===== src/hdl/bpi_pkg.sv =====
// Package for the BMP pixel inverter stream block.
// Holds the beat structs, the phase and byte-kind codes and the header constants.
// No dependencies.
`timescale 1ns / 1ps

package bpi_pkg;

    localparam int HEADER_BYTES_DEF = 54;
    localparam int WIDTH_OFS        = 18;   // first of three width bytes, low byte first
    localparam int HEIGHT_OFS       = 22;   // first of three height bytes, low byte first
    localparam int DIM_W            = 24;
    localparam int ROWB_W           = 26;

    typedef struct packed {
        logic [7:0] data_byte;
        logic       file_start;
    } in_item_t;

    typedef struct packed {
        logic [7:0] out_byte;
        logic [1:0] byte_kind;
        logic       image_last;
    } out_item_t;

    typedef enum logic [1:0] {
        KIND_HEADER = 2'd0,
        KIND_PIXEL  = 2'd1,
        KIND_PAD    = 2'd2
    } byte_kind_t;

    typedef enum logic [3:0] {
        PH_HEADER = 4'b0001,
        PH_PIXEL  = 4'b0010,
        PH_PAD    = 4'b0100,
        PH_DONE   = 4'b1000
    } phase_t;

    // Result of the parser for the beat in the input register.
    typedef struct packed {
        logic      emit;
        out_item_t item;
    } parse_res_t;

endpackage


===== src/hdl/bmp_pixel_inverter_stream_core.sv =====
// Top level of the BMP pixel inverter stream block.
// Instantiates bpi_in_reg, bpi_parser and bpi_out_reg; uses bpi_pkg.
//
// Usage: the s_ channel carries a 24-bit BMP file one byte per beat, with
// file_start raised on the first byte of each file. The m_ channel returns
// one beat per header, pixel or padding byte: header bytes unchanged, pixel
// bytes inverted, padding bytes unchanged, and image_last on the final image
// byte. Bytes after the image, or after a header with zero width or height,
// give no result beat.
// A byte accepted into the input register passes through the parser into the
// result register, which drives m_valid.
// Throughput: one byte per cycle while m_ready stays high; the parser forms
// each result and its next counter state combinationally between the registers.
// Reset (aresetn low, synchronous) empties both registers and returns the
// parser to the header of a new file. When the receiver holds m_ready low,
// the result register keeps its beat, and one more byte is held in the
// input register before s_ready falls.
`timescale 1ns / 1ps

module bmp_pixel_inverter_stream_core #(
    parameter int HEADER_BYTES = bpi_pkg::HEADER_BYTES_DEF
) (
    input  logic               aclk,
    input  logic               aresetn,
    input  logic               s_valid,
    output logic               s_ready,
    input  bpi_pkg::in_item_t  s_data,
    output logic               m_valid,
    input  logic               m_ready,
    output bpi_pkg::out_item_t m_data
);
    import bpi_pkg::*;

    logic       item_valid;
    in_item_t   item;
    parse_res_t res;
    logic       out_free;
    logic       advance;

    // A beat that produces no result moves on even while the output stalls.
    assign advance = item_valid && (!res.emit || out_free);

    bpi_in_reg u_in_reg (
        .aclk       (aclk),
        .aresetn    (aresetn),
        .s_valid    (s_valid),
        .s_ready    (s_ready),
        .s_data     (s_data),
        .advance    (advance),
        .item_valid (item_valid),
        .item       (item)
    );

    bpi_parser #(
        .HEADER_BYTES (HEADER_BYTES)
    ) u_parser (
        .aclk    (aclk),
        .aresetn (aresetn),
        .item    (item),
        .advance (advance),
        .res     (res)
    );

    bpi_out_reg u_out_reg (
        .aclk    (aclk),
        .aresetn (aresetn),
        .load    (advance && res.emit),
        .item    (res.item),
        .free    (out_free),
        .m_valid (m_valid),
        .m_ready (m_ready),
        .m_data  (m_data)
    );

    // The last image byte is always a pixel or padding byte.
    assert property (@(posedge aclk) disable iff (!aresetn)
        m_valid && m_data.image_last |-> m_data.byte_kind != KIND_HEADER)
        else $error("bmp_pixel_inverter_stream_core: image_last on a header byte");

    // A beat accepted into an empty input register is presented next cycle.
    assert property (@(posedge aclk) disable iff (!aresetn)
        s_valid && s_ready |=> item_valid)
        else $error("bmp_pixel_inverter_stream_core: accepted beat lost");

    // Inverted pixels are the complement of the byte taken from the input register.
    assert property (@(posedge aclk) disable iff (!aresetn)
        advance && res.emit && res.item.byte_kind == KIND_PIXEL
        |-> res.item.out_byte == ~item.data_byte)
        else $error("bmp_pixel_inverter_stream_core: pixel byte not inverted");

endmodule


===== src/hdl/bpi_in_reg.sv =====
// Input register stage of the BMP pixel inverter stream block.
// Depends on bpi_pkg for the input beat struct.
`timescale 1ns / 1ps

module bpi_in_reg (
    input  logic             aclk,
    input  logic             aresetn,
    input  logic             s_valid,
    output logic             s_ready,
    input  bpi_pkg::in_item_t s_data,
    input  logic             advance,
    output logic             item_valid,
    output bpi_pkg::in_item_t item
);
    import bpi_pkg::*;

    logic     valid_reg;
    in_item_t data_reg;

    // The register can take a new beat when empty or when its beat moves on now.
    assign s_ready    = !valid_reg || advance;
    assign item_valid = valid_reg;
    assign item       = data_reg;

    always_ff @(posedge aclk) begin
        if (!aresetn) begin
            valid_reg <= 1'b0;
        end else if (s_ready) begin
            valid_reg <= s_valid;
        end
    end

    always_ff @(posedge aclk) begin
        if (s_valid && s_ready) begin
            data_reg <= s_data;
        end
    end

    assert property (@(posedge aclk) disable iff (!aresetn)
        advance |-> valid_reg)
        else $error("bpi_in_reg: beat advanced from an empty register");

endmodule


===== src/hdl/bpi_parser.sv =====
// Parser state and per-beat decision logic of the BMP pixel inverter stream block.
// Depends on bpi_pkg for codes, constants and structs.
`timescale 1ns / 1ps

module bpi_parser #(
    parameter int HEADER_BYTES = bpi_pkg::HEADER_BYTES_DEF
) (
    input  logic                aclk,
    input  logic                aresetn,
    input  bpi_pkg::in_item_t   item,
    input  logic                advance,
    output bpi_pkg::parse_res_t res
);
    import bpi_pkg::*;

    localparam int HIDX_W = $clog2(HEADER_BYTES);
    localparam logic [HIDX_W-1:0] HIDX_LAST = HIDX_W'(HEADER_BYTES - 1);

    phase_t              phase_reg, phase_next, phase_cur;
    logic [HIDX_W-1:0]   hidx_reg, hidx_next, hidx_cur;
    logic [DIM_W-1:0]    width_reg, width_next, width_cur;
    logic [DIM_W-1:0]    height_reg, height_next, height_cur;
    logic [ROWB_W-1:0]   width3_reg, width3_next;
    logic [ROWB_W-1:0]   rbc_reg, rbc_next, rbc_inc;
    logic [DIM_W-1:0]    rows_reg, rows_next, rows_inc;
    logic [1:0]          align_reg, align_next, align_inc;
    logic [7:0]          b;

    always_comb begin
        b          = item.data_byte;
        // A start flag clears the parse and takes this beat as header byte 0.
        phase_cur  = item.file_start ? PH_HEADER : phase_reg;
        hidx_cur   = item.file_start ? '0 : hidx_reg;
        width_cur  = item.file_start ? '0 : width_reg;
        height_cur = item.file_start ? '0 : height_reg;

        rbc_inc    = rbc_reg + ROWB_W'(1);
        rows_inc   = rows_reg + DIM_W'(1);
        align_inc  = align_reg + 2'd1;

        phase_next  = phase_cur;
        hidx_next   = hidx_cur;
        width_next  = width_cur;
        height_next = height_cur;
        width3_next = width3_reg;
        rbc_next    = rbc_reg;
        rows_next   = rows_reg;
        align_next  = align_reg;

        res                 = '0;
        res.item.out_byte   = b;
        res.item.byte_kind  = KIND_HEADER;
        res.item.image_last = 1'b0;

        unique case (phase_cur)
            PH_HEADER: begin
                if (hidx_cur == HIDX_W'(WIDTH_OFS))      width_next[7:0]    = b;
                if (hidx_cur == HIDX_W'(WIDTH_OFS + 1))  width_next[15:8]   = b;
                if (hidx_cur == HIDX_W'(WIDTH_OFS + 2))  width_next[23:16]  = b;
                if (hidx_cur == HIDX_W'(HEIGHT_OFS))     height_next[7:0]   = b;
                if (hidx_cur == HIDX_W'(HEIGHT_OFS + 1)) height_next[15:8]  = b;
                if (hidx_cur == HIDX_W'(HEIGHT_OFS + 2)) height_next[23:16] = b;
                if (hidx_cur == HIDX_LAST) begin
                    hidx_next   = '0;
                    rbc_next    = '0;
                    rows_next   = '0;
                    align_next  = '0;
                    width3_next = ROWB_W'({width_next, 1'b0}) + ROWB_W'(width_next);
                    phase_next  = (width_next == '0 || height_next == '0) ? PH_DONE
                                                                          : PH_PIXEL;
                end else begin
                    hidx_next = hidx_cur + HIDX_W'(1);
                end
                res.emit = 1'b1;
            end
            PH_PIXEL: begin
                rbc_next   = rbc_inc;
                align_next = align_inc;
                if (rbc_inc >= width3_reg) begin
                    rbc_next  = '0;
                    rows_next = rows_inc;
                    if (align_inc == 2'd0) begin
                        if (rows_inc >= height_reg) begin
                            phase_next          = PH_DONE;
                            res.item.image_last = 1'b1;
                        end else begin
                            phase_next = PH_PIXEL;
                        end
                    end else begin
                        phase_next = PH_PAD;
                    end
                end
                res.emit           = 1'b1;
                res.item.out_byte  = ~b;
                res.item.byte_kind = KIND_PIXEL;
            end
            PH_PAD: begin
                align_next = align_inc;
                if (align_inc == 2'd0) begin
                    if (rows_reg >= height_reg) begin
                        phase_next          = PH_DONE;
                        res.item.image_last = 1'b1;
                    end else begin
                        phase_next = PH_PIXEL;
                    end
                end
                res.emit           = 1'b1;
                res.item.byte_kind = KIND_PAD;
            end
            PH_DONE: begin
                res.emit = 1'b0;
            end
            default: begin
                res.emit = 1'b0;
            end
        endcase
    end

    always_ff @(posedge aclk) begin
        if (!aresetn) begin
            phase_reg  <= PH_HEADER;
            hidx_reg   <= '0;
            width_reg  <= '0;
            height_reg <= '0;
            width3_reg <= '0;
            rbc_reg    <= '0;
            rows_reg   <= '0;
            align_reg  <= '0;
        end else if (advance) begin
            phase_reg  <= phase_next;
            hidx_reg   <= hidx_next;
            width_reg  <= width_next;
            height_reg <= height_next;
            width3_reg <= width3_next;
            rbc_reg    <= rbc_next;
            rows_reg   <= rows_next;
            align_reg  <= align_next;
        end
    end

    // The header index only moves while the header is being parsed.
    assert property (@(posedge aclk) disable iff (!aresetn)
        phase_reg != PH_HEADER |-> hidx_reg == '0)
        else $error("bpi_parser: header index left non-zero outside the header");

    // Padding is only entered off a 4-byte boundary and left on one.
    assert property (@(posedge aclk) disable iff (!aresetn)
        phase_reg == PH_PAD |-> align_reg != 2'd0)
        else $error("bpi_parser: padding phase on an aligned count");

    // The row counter wraps before it reaches the row length.
    assert property (@(posedge aclk) disable iff (!aresetn)
        phase_reg == PH_PIXEL |-> rbc_reg < width3_reg)
        else $error("bpi_parser: row byte count overran the row length");

    // Leaving the header clears the row and alignment counters.
    assert property (@(posedge aclk) disable iff (!aresetn)
        advance && phase_cur == PH_HEADER && hidx_cur == HIDX_LAST
        |=> rbc_reg == '0 && align_reg == 2'd0 && rows_reg == '0)
        else $error("bpi_parser: counters not cleared at the end of the header");

endmodule


===== src/hdl/bpi_out_reg.sv =====
// Result register stage of the BMP pixel inverter stream block.
// Depends on bpi_pkg for the result beat struct.
`timescale 1ns / 1ps

module bpi_out_reg (
    input  logic               aclk,
    input  logic               aresetn,
    input  logic               load,
    input  bpi_pkg::out_item_t item,
    output logic               free,
    output logic               m_valid,
    input  logic               m_ready,
    output bpi_pkg::out_item_t m_data
);
    import bpi_pkg::*;

    logic      valid_reg;
    out_item_t data_reg;

    assign free    = !valid_reg || m_ready;
    assign m_valid = valid_reg;
    assign m_data  = data_reg;

    always_ff @(posedge aclk) begin
        if (!aresetn) begin
            valid_reg <= 1'b0;
        end else if (free) begin
            valid_reg <= load;
        end
    end

    always_ff @(posedge aclk) begin
        if (load && free) begin
            data_reg <= item;
        end
    end

    // A result is never loaded over one that the receiver has not taken.
    assert property (@(posedge aclk) disable iff (!aresetn)
        load |-> free)
        else $error("bpi_out_reg: result loaded over a stalled beat");

endmodule

===== config.mk =====
export PLATFORM = sky130hd
export DESIGN_NAME = bmp_pixel_inverter_stream_core
export DESIGN_NICKNAME = d
export VERILOG_FILES = /design/src/hdl/bpi_pkg.sv /design/src/hdl/bmp_pixel_inverter_stream_core.sv /design/src/hdl/bpi_in_reg.sv /design/src/hdl/bpi_parser.sv /design/src/hdl/bpi_out_reg.sv
export SDC_FILE = /design/constraint.sdc
export NUM_CORES = 1
export LEC_CHECK = 0
export ABC_AREA = 0
export BUFFER_PORTS_ARGS = -buffer_cell sky130_fd_sc_hd__buf_4
export CAP_MARGIN = 20
export CORE_UTILIZATION = 34
export DETAILED_ROUTE_END_ITERATION = 8
export GPL_ROUTABILITY_DRIVEN = 0
export PLACE_DENSITY = 0.51
export SETUP_SLACK_MARGIN = 0.1
export SLEW_MARGIN = 25
export SYNTH_ARGS = -nofsm -noshare
export SYNTH_HDL_FRONTEND = slang
export SYNTH_HIERARCHICAL = 1
export SYNTH_SLANG_ARGS = --single-unit

===== constraint.sdc =====
create_clock -name aclk -period 6.9 [get_ports aclk]
set_input_delay 0.345 -clock aclk [delete_from_list [all_inputs] [get_ports aclk]]
set_output_delay 0.345 -clock aclk [all_outputs]
set_load 0.02 [all_outputs]

==> impl_metrics.yaml, run 1 <==
grt:
  antenna_found_initial: 0
  grt_pass1_wl_mm: 46.2
  grt_max_degree: 72
  overflow: 0
  grt_pass1_vias: 8761
  grt_usage_pct: 18.6
clock_network:
  cts_tree: "built"
  path_clk_slew_ns: 0.07
  clock_sinks: 158
  insertion_delay_ns: 0.43
  h-tree-depth: 4
  clock_path_buffers: 2
  cts_made_buffers: 17
  cts-hold-fix-buffers: 0
  cts-root-buf: "clkbuf_16"
  post_cts_buffers: 0
  ctsResizeCount: 0
floorplan:
  initial_utilization_pct: 34.7
  die_area_sq_um: 32100
  die_x_microns: 179
  placementRows: 64
  dieHeight_microns: 179
  io_pins: 26
  core_sq_um: 30700
timing:
  tightest_slew_ns: 0.815
  min_period_ns: 4.93
  timing.fmax_ghz: 0.203
  slew_violations: 0
  finalSetupTns_ns: 0
  whs_ns: 0.0837
  fin_skew_ns: 0.00749
  grt_setup_unrepaired: "false"
  hold_viol_final: 0
  period_share_pct: 71.4
  setup_violations: 0
  slew_headroom_pct: 45.7
outcome:
  violations: "design-rule violations"
  status: "finished, violations left"
synthesis:
  syn_inst: 1288
  yosysMostFrequentCell: "dfxtp_1"
  yosysTopAreaCell: "dfxtp_1"
  ys_seq_elements: 158
  synth_area_leaders: "dfxtp_1, ha_1, edfxtp_1"
  synth_cell_type_count: 83
  yosysWarnings: 6
  synth-edff-count: 20
  synthArstFlopShare_pct: 0
  syn_avg_cell_area_sq_um: 8.28
  netlist_area_sq_um: 10700
  yosysSeqAreaShare_pct: 31.5
  synthFlopType: "dfxtp_1"
  synth_top_area_share_pct: 25.9
  synth.top_cells.by_count: "dfxtp_1, nor2_1, ha_1"
  syn_nets: 1420
detailed_routing:
  routed_via_density: 5.37
  wl_mm: 28.7
  drtIter0Drc: 506
  num_vias: 9077
  wire_per_inst_microns: 17.0
  drtAntennaViolNets: 0
  drt_pre_antenna_iters: 6
  drcViolationCount: 2
setup_path:
  cp-startpoint: "u_parser/rbc_reg[0]$_SDFFE_PN0P_"
  crit_type: "reg -> reg"
  reg2reg_depth: 17
  required_ns: 7.26
  endpoint: "u_parser/rows_reg[10]$_SDFFE_PN0P_"
  rr_endpoint: "u_parser/rows_reg[10]$_SDFFE_PN0P_"
  endpoint_kind: "flip-flop"
  regToRegStartpoint: "u_parser/rbc_reg[0]$_SDFFE_PN0P_"
  r2r_setup_slack_ns: 1.97
  crit_fanout: 22
  start_kind: "flip-flop"
  arrival_ns: 5.29
pwr:
  peakVddDrop_uv: 180
  total_power_mw: 2.10
  power_density_nw_per_um2: 178
  p_leak_nw: 4.91
final_layout:
  drive_gt1_share_pct: 7.81
  finalNetCount: 1412
  n_antenna_cell: 0
  areaGrowthSynthToFinish_pct: 10.4
flow_run:
  cap_violations: 0
placed_design:
  portBuffers: 25
  dp_hpwl_mm: 20.8
min_path:
  hp-class: "in -> reg"
[layout by cell type, fill, tap and decap left out, types with 41 or more instances in the layout]
master / n
nand3_1: 41
dfxtp_1: 138
o21ai_0: 46
xnor2_1: 47
nand2_1: 112
ha_1: 118
nor2_1: 133
a21oi_1: 85
inv_1: 87
[worst max-delay path, stage by stage (launching register included)]
cell	delay [ns]
dfxtp_1	0.45
ha_1	0.27
and3_2	0.22
and3_1	0.30
nand2_1	0.12
nor3b_2	0.46
nand4_1	0.18
xnor2_1	0.19
ha_1	0.33
nand4_1	0.10
or4_1	0.60
o31ai_1	0.34
a41oi_2	0.11
nand3_2	0.29
a21oi_1	0.11
buf_4	0.23
or4_1	0.42
o22ai_1	0.15
[layer usage]
metal	share of wire, %	global-route usage (%)	vias to the layer above
li1	-	-	4606
met1	48	23.8	4338
met2	48	32.1	111
met3	2.8	3.12	22
met4	1.2	4.84	0
met5	0	0	-
[metrics by stage]
| step | area [sq um] | worst slack (ns) | cells | utilization [%] |
|---|---|---|---|---|
| after floorplan | 10700 | 2.60 | 1288 | - |
| after global placement | 11200 | 2.14 | 1656 | 36.3 |
| after detailed placement | 11200 | 2.07 | 1656 | 36.3 |
| after CTS | 11700 | 2.03 | 1688 | 38.2 |
| after global routing | 11800 | 1.63 | 1689 | 38.3 |
| final | 11800 | 1.97 | 1689 | 38.3 |
[cell families after synthesis]
kind of cell,after synthesis,share of synthesized area (%)
xor gates and xnor gates,70,5.75
buffers and inverters,156,5.95
AOI/OAI and AO/OA,329,20.3
muxes,14,1.34
adders and majority gates,119,14.0
DFF,158,31.5
and+or+nand+nor,442,21.1
[area by class of cell]
type | instances | area [sq um]
multi-input cells | 974 | 6680
inverters | 91 | 344
repair buffers | 38 | 305
fillers | 3246 | 19000
clock buffers | 18 | 439
well taps | 396 | 495
flip-flops and latches | 158 | 3360
clock inverters | 14 | 146
[report_power, final]
part | internal, mW | switching, mW | leakage, nW
registers | 0.952 | 0.0198 | 1.31
logic | 0.0597 | 0.0988 | 3.32
clock network | 0.522 | 0.446 | 0.288
[how the worst min path moves through the flow]
stage | cells past startpoint | startpoint | slack (ns) | endpoint
finish | 1 | s_data[0] | 0.08 | u_in_reg/item[0]$_DFFE_PP_
global route | 1 | s_data[0] | 0.06 | u_in_reg/item[0]$_DFFE_PP_
detailed placement | 2 | u_parser/width3_reg[9]$_SDFFE_PN0P_ | 0.44 | u_parser/width3_reg[9]$_SDFFE_PN0P_
CTS | 1 | s_data[8] | 0.06 | u_in_reg/item[8]$_DFFE_PP_
floorplan | 2 | u_parser/hidx_reg[0]$_SDFFE_PN0P_ | 0.43 | u_parser/hidx_reg[0]$_SDFFE_PN0P_
global placement | 2 | u_parser/hidx_reg[0]$_SDFFE_PN0P_ | 0.44 | u_parser/hidx_reg[0]$_SDFFE_PN0P_
(Power assumes the default switching activity.)
==> inputs of run 2 (changes only) <==
clock period = 4.9 ns   (was 6.9 ns; I/O delays follow)
==> impl_metrics.yaml, run 2 (same netlist as run 1, synthesis figures left out) <==
pwr:
  p_seq_share_pct: 45.7
  swShare_pct: 26.4
  p_int_mw: 2.20
  peakVddDrop_uv: 248
  clkPwrFrac_pct: 46.5
  p_comb_share_pct: 7.8
  power_density_nw_per_um2: 249
  p_leak_nw: 5.06
  p_sw_uw: 792
setup_path:
  endpoint_kind: "flip-flop"
  start_kind: "flip-flop"
  required_ns: 5.27
  arrival_ns: 4.83
  crit_fanout: 10
  crit_type: "reg -> reg"
timing:
  tightest_slew_ns: 0.839
  fin_skew_ns: 0.0104
  period_share_pct: 91.0
  finalSetupTns_ns: 0
  finalWorstSetupSlack_ns: 0.442
  slew_headroom_pct: 44.1
  setup_violations: 0
  slew_violations: 0
  grt_setup_unrepaired: "true"
  min_period_ns: 4.46
  hold_viol_final: 0
  timing.fmax_ghz: 0.224
placed_design:
  dp.cells: 1669
  place_ws_ns: 0.216
  dp_hpwl_mm: 21.1
  place_area_sq_um: 11300
  portBuffers: 25
final_layout:
  final_cell_mix: "dfxtp_1, nor2_1, ha_1"
  drive_gt1_share_pct: 9.02
  n_antenna_cell: 0
  areaGrowthSynthToFinish_pct: 12.8
  finalNetCount: 1438
  fillers: 3187
  final_common_cell: "dfxtp_1"
  stdcell_count: 1715
  stdcell_area_sq_um: 12000
clock_network:
  clock_sinks: 158
  cts-root-buf: "clkbuf_16"
  clock_path_buffers: 2
  cts_tree: "built"
  cts_made_buffers: 17
  h-tree-depth: 4
  insertion_delay_ns: 0.44
  path_clk_slew_ns: 0.07
detailed_routing:
  wl_mm: 29.1
  num_vias: 9209
  routed_via_density: 5.37
  drcViolationCount: 2
  wire_per_inst_microns: 17.0
  drtAntennaViolNets: 0
  drtIter0Drc: 501
  drt_pre_antenna_iters: 8
flow_run:
  cap_violations: 0
grt:
  overflow: 0
  antenna_found_initial: 0
  grt_pass1_wl_mm: 47.0
  grt_usage_pct: 18.8
  grt_max_degree: 74
  grt_pass1_vias: 8803
floorplan:
  core_sq_um: 30700
  dieHeight_microns: 179
  io_pins: 26
  placementRows: 64
  initial_utilization_pct: 34.7
  die_x_microns: 179
  die_area_sq_um: 32100
min_path:
  hp-class: "in -> reg"
outcome:
  violations: "design-rule violations"
  status: "finished, violations left"
-- run 2: cell count changes in the layout (fill, tap and decap cells not counted), sizes merged --
cell	delta
buf	+17
dlygate4sd3	+9
bufinv	+1
clkinv	+1
clkinvlp	-1
inv	-1
-- run 2: power groups by stage --
stage                     Sequential, mW  Combinational, mW  Clock [mW]
after floorplan                     1.39              0.160           0
after global placement              1.40              0.228           0
after detailed placement            1.40              0.228           0
after CTS                           1.37              0.235        1.44
after global routing                1.37              0.260        1.49
final                               1.37              0.234        1.39
-- run 2: routing by layer --
layer / global-route usage (%) / vias to the layer above / routed length (microns)
met5: 0 / - / 0
li1: - / 4661 / -
met2: 33.0 / 114 / 14500
met1: 23.9 / 4407 / 13400
met3: 2.65 / 27 / 805
met4: 5.01 / 0 / 396
-- run 2: repair_timing --
action / 4_1_cts / 5_1_grt
setup buffers: 0 / 5
hold buffers: 9 / 0
resized for setup: 0 / 5
setup endpoints to repair: 0 / 55
hold endpoints to repair: 9 / 0
-- run 2: area by class of cell --
cell class	instances	area, sq um	area share (%)
Multi-Input combinational cell	974	6700	55.7
Sequential cell	158	3360	28.0
Timing Repair Buffer	64	515	4.29
Tap cell	396	495	4.12
Clock buffer	18	429	3.57
Inverter	91	344	2.86
Clock inverter	14	175	1.46
-- run 2: worst max-delay path: stages, from the launching register on --
cell and delay (ns):
dfxtp_1 0.40, ha_1 0.24, and3_2 0.21, and3_1 0.27, nand2_1 0.14, nor3b_4 0.34
buf_4 0.18, nand3_1 0.11, xnor2_1 0.17, ha_1 0.28, nand4_1 0.11, or4_1 0.62
nor2_1 0.20, a41oi_2 0.23, a31o_1 0.36, nand2_2 0.26, nand3_1 0.12, a21oi_1 0.15
-- run 2: through the flow --
step	total power, mW	util [%]	hold WS [ns]
after detailed placement	1.62	36.6	0.425
after floorplan	1.55	-	0.344
after CTS	3.04	38.9	0.0402
after global routing	3.12	39.1	0.0436
after global placement	1.62	36.6	0.424
final	3.00	39.1	0.0616
-- run 2: worst paths after layout --
check / startpoint / to / slack [ns] / depth (start not counted)
max reg2reg: u_parser/rbc_reg[1]$_SDFFE_PN0P_ / u_parser/rows_reg[20]$_SDFFE_PN0P_ / 0.44 / 17
max: u_parser/rbc_reg[1]$_SDFFE_PN0P_ / u_parser/rows_reg[20]$_SDFFE_PN0P_ / 0.44 / 17
min: s_valid / u_in_reg/item_valid$_SDFFE_PN0P_ / 0.06 / 3
min reg2reg: u_parser/hidx_reg[0]$_SDFFE_PN0P_ / u_parser/hidx_reg[0]$_SDFFE_PN0P_ / 0.45 / 2
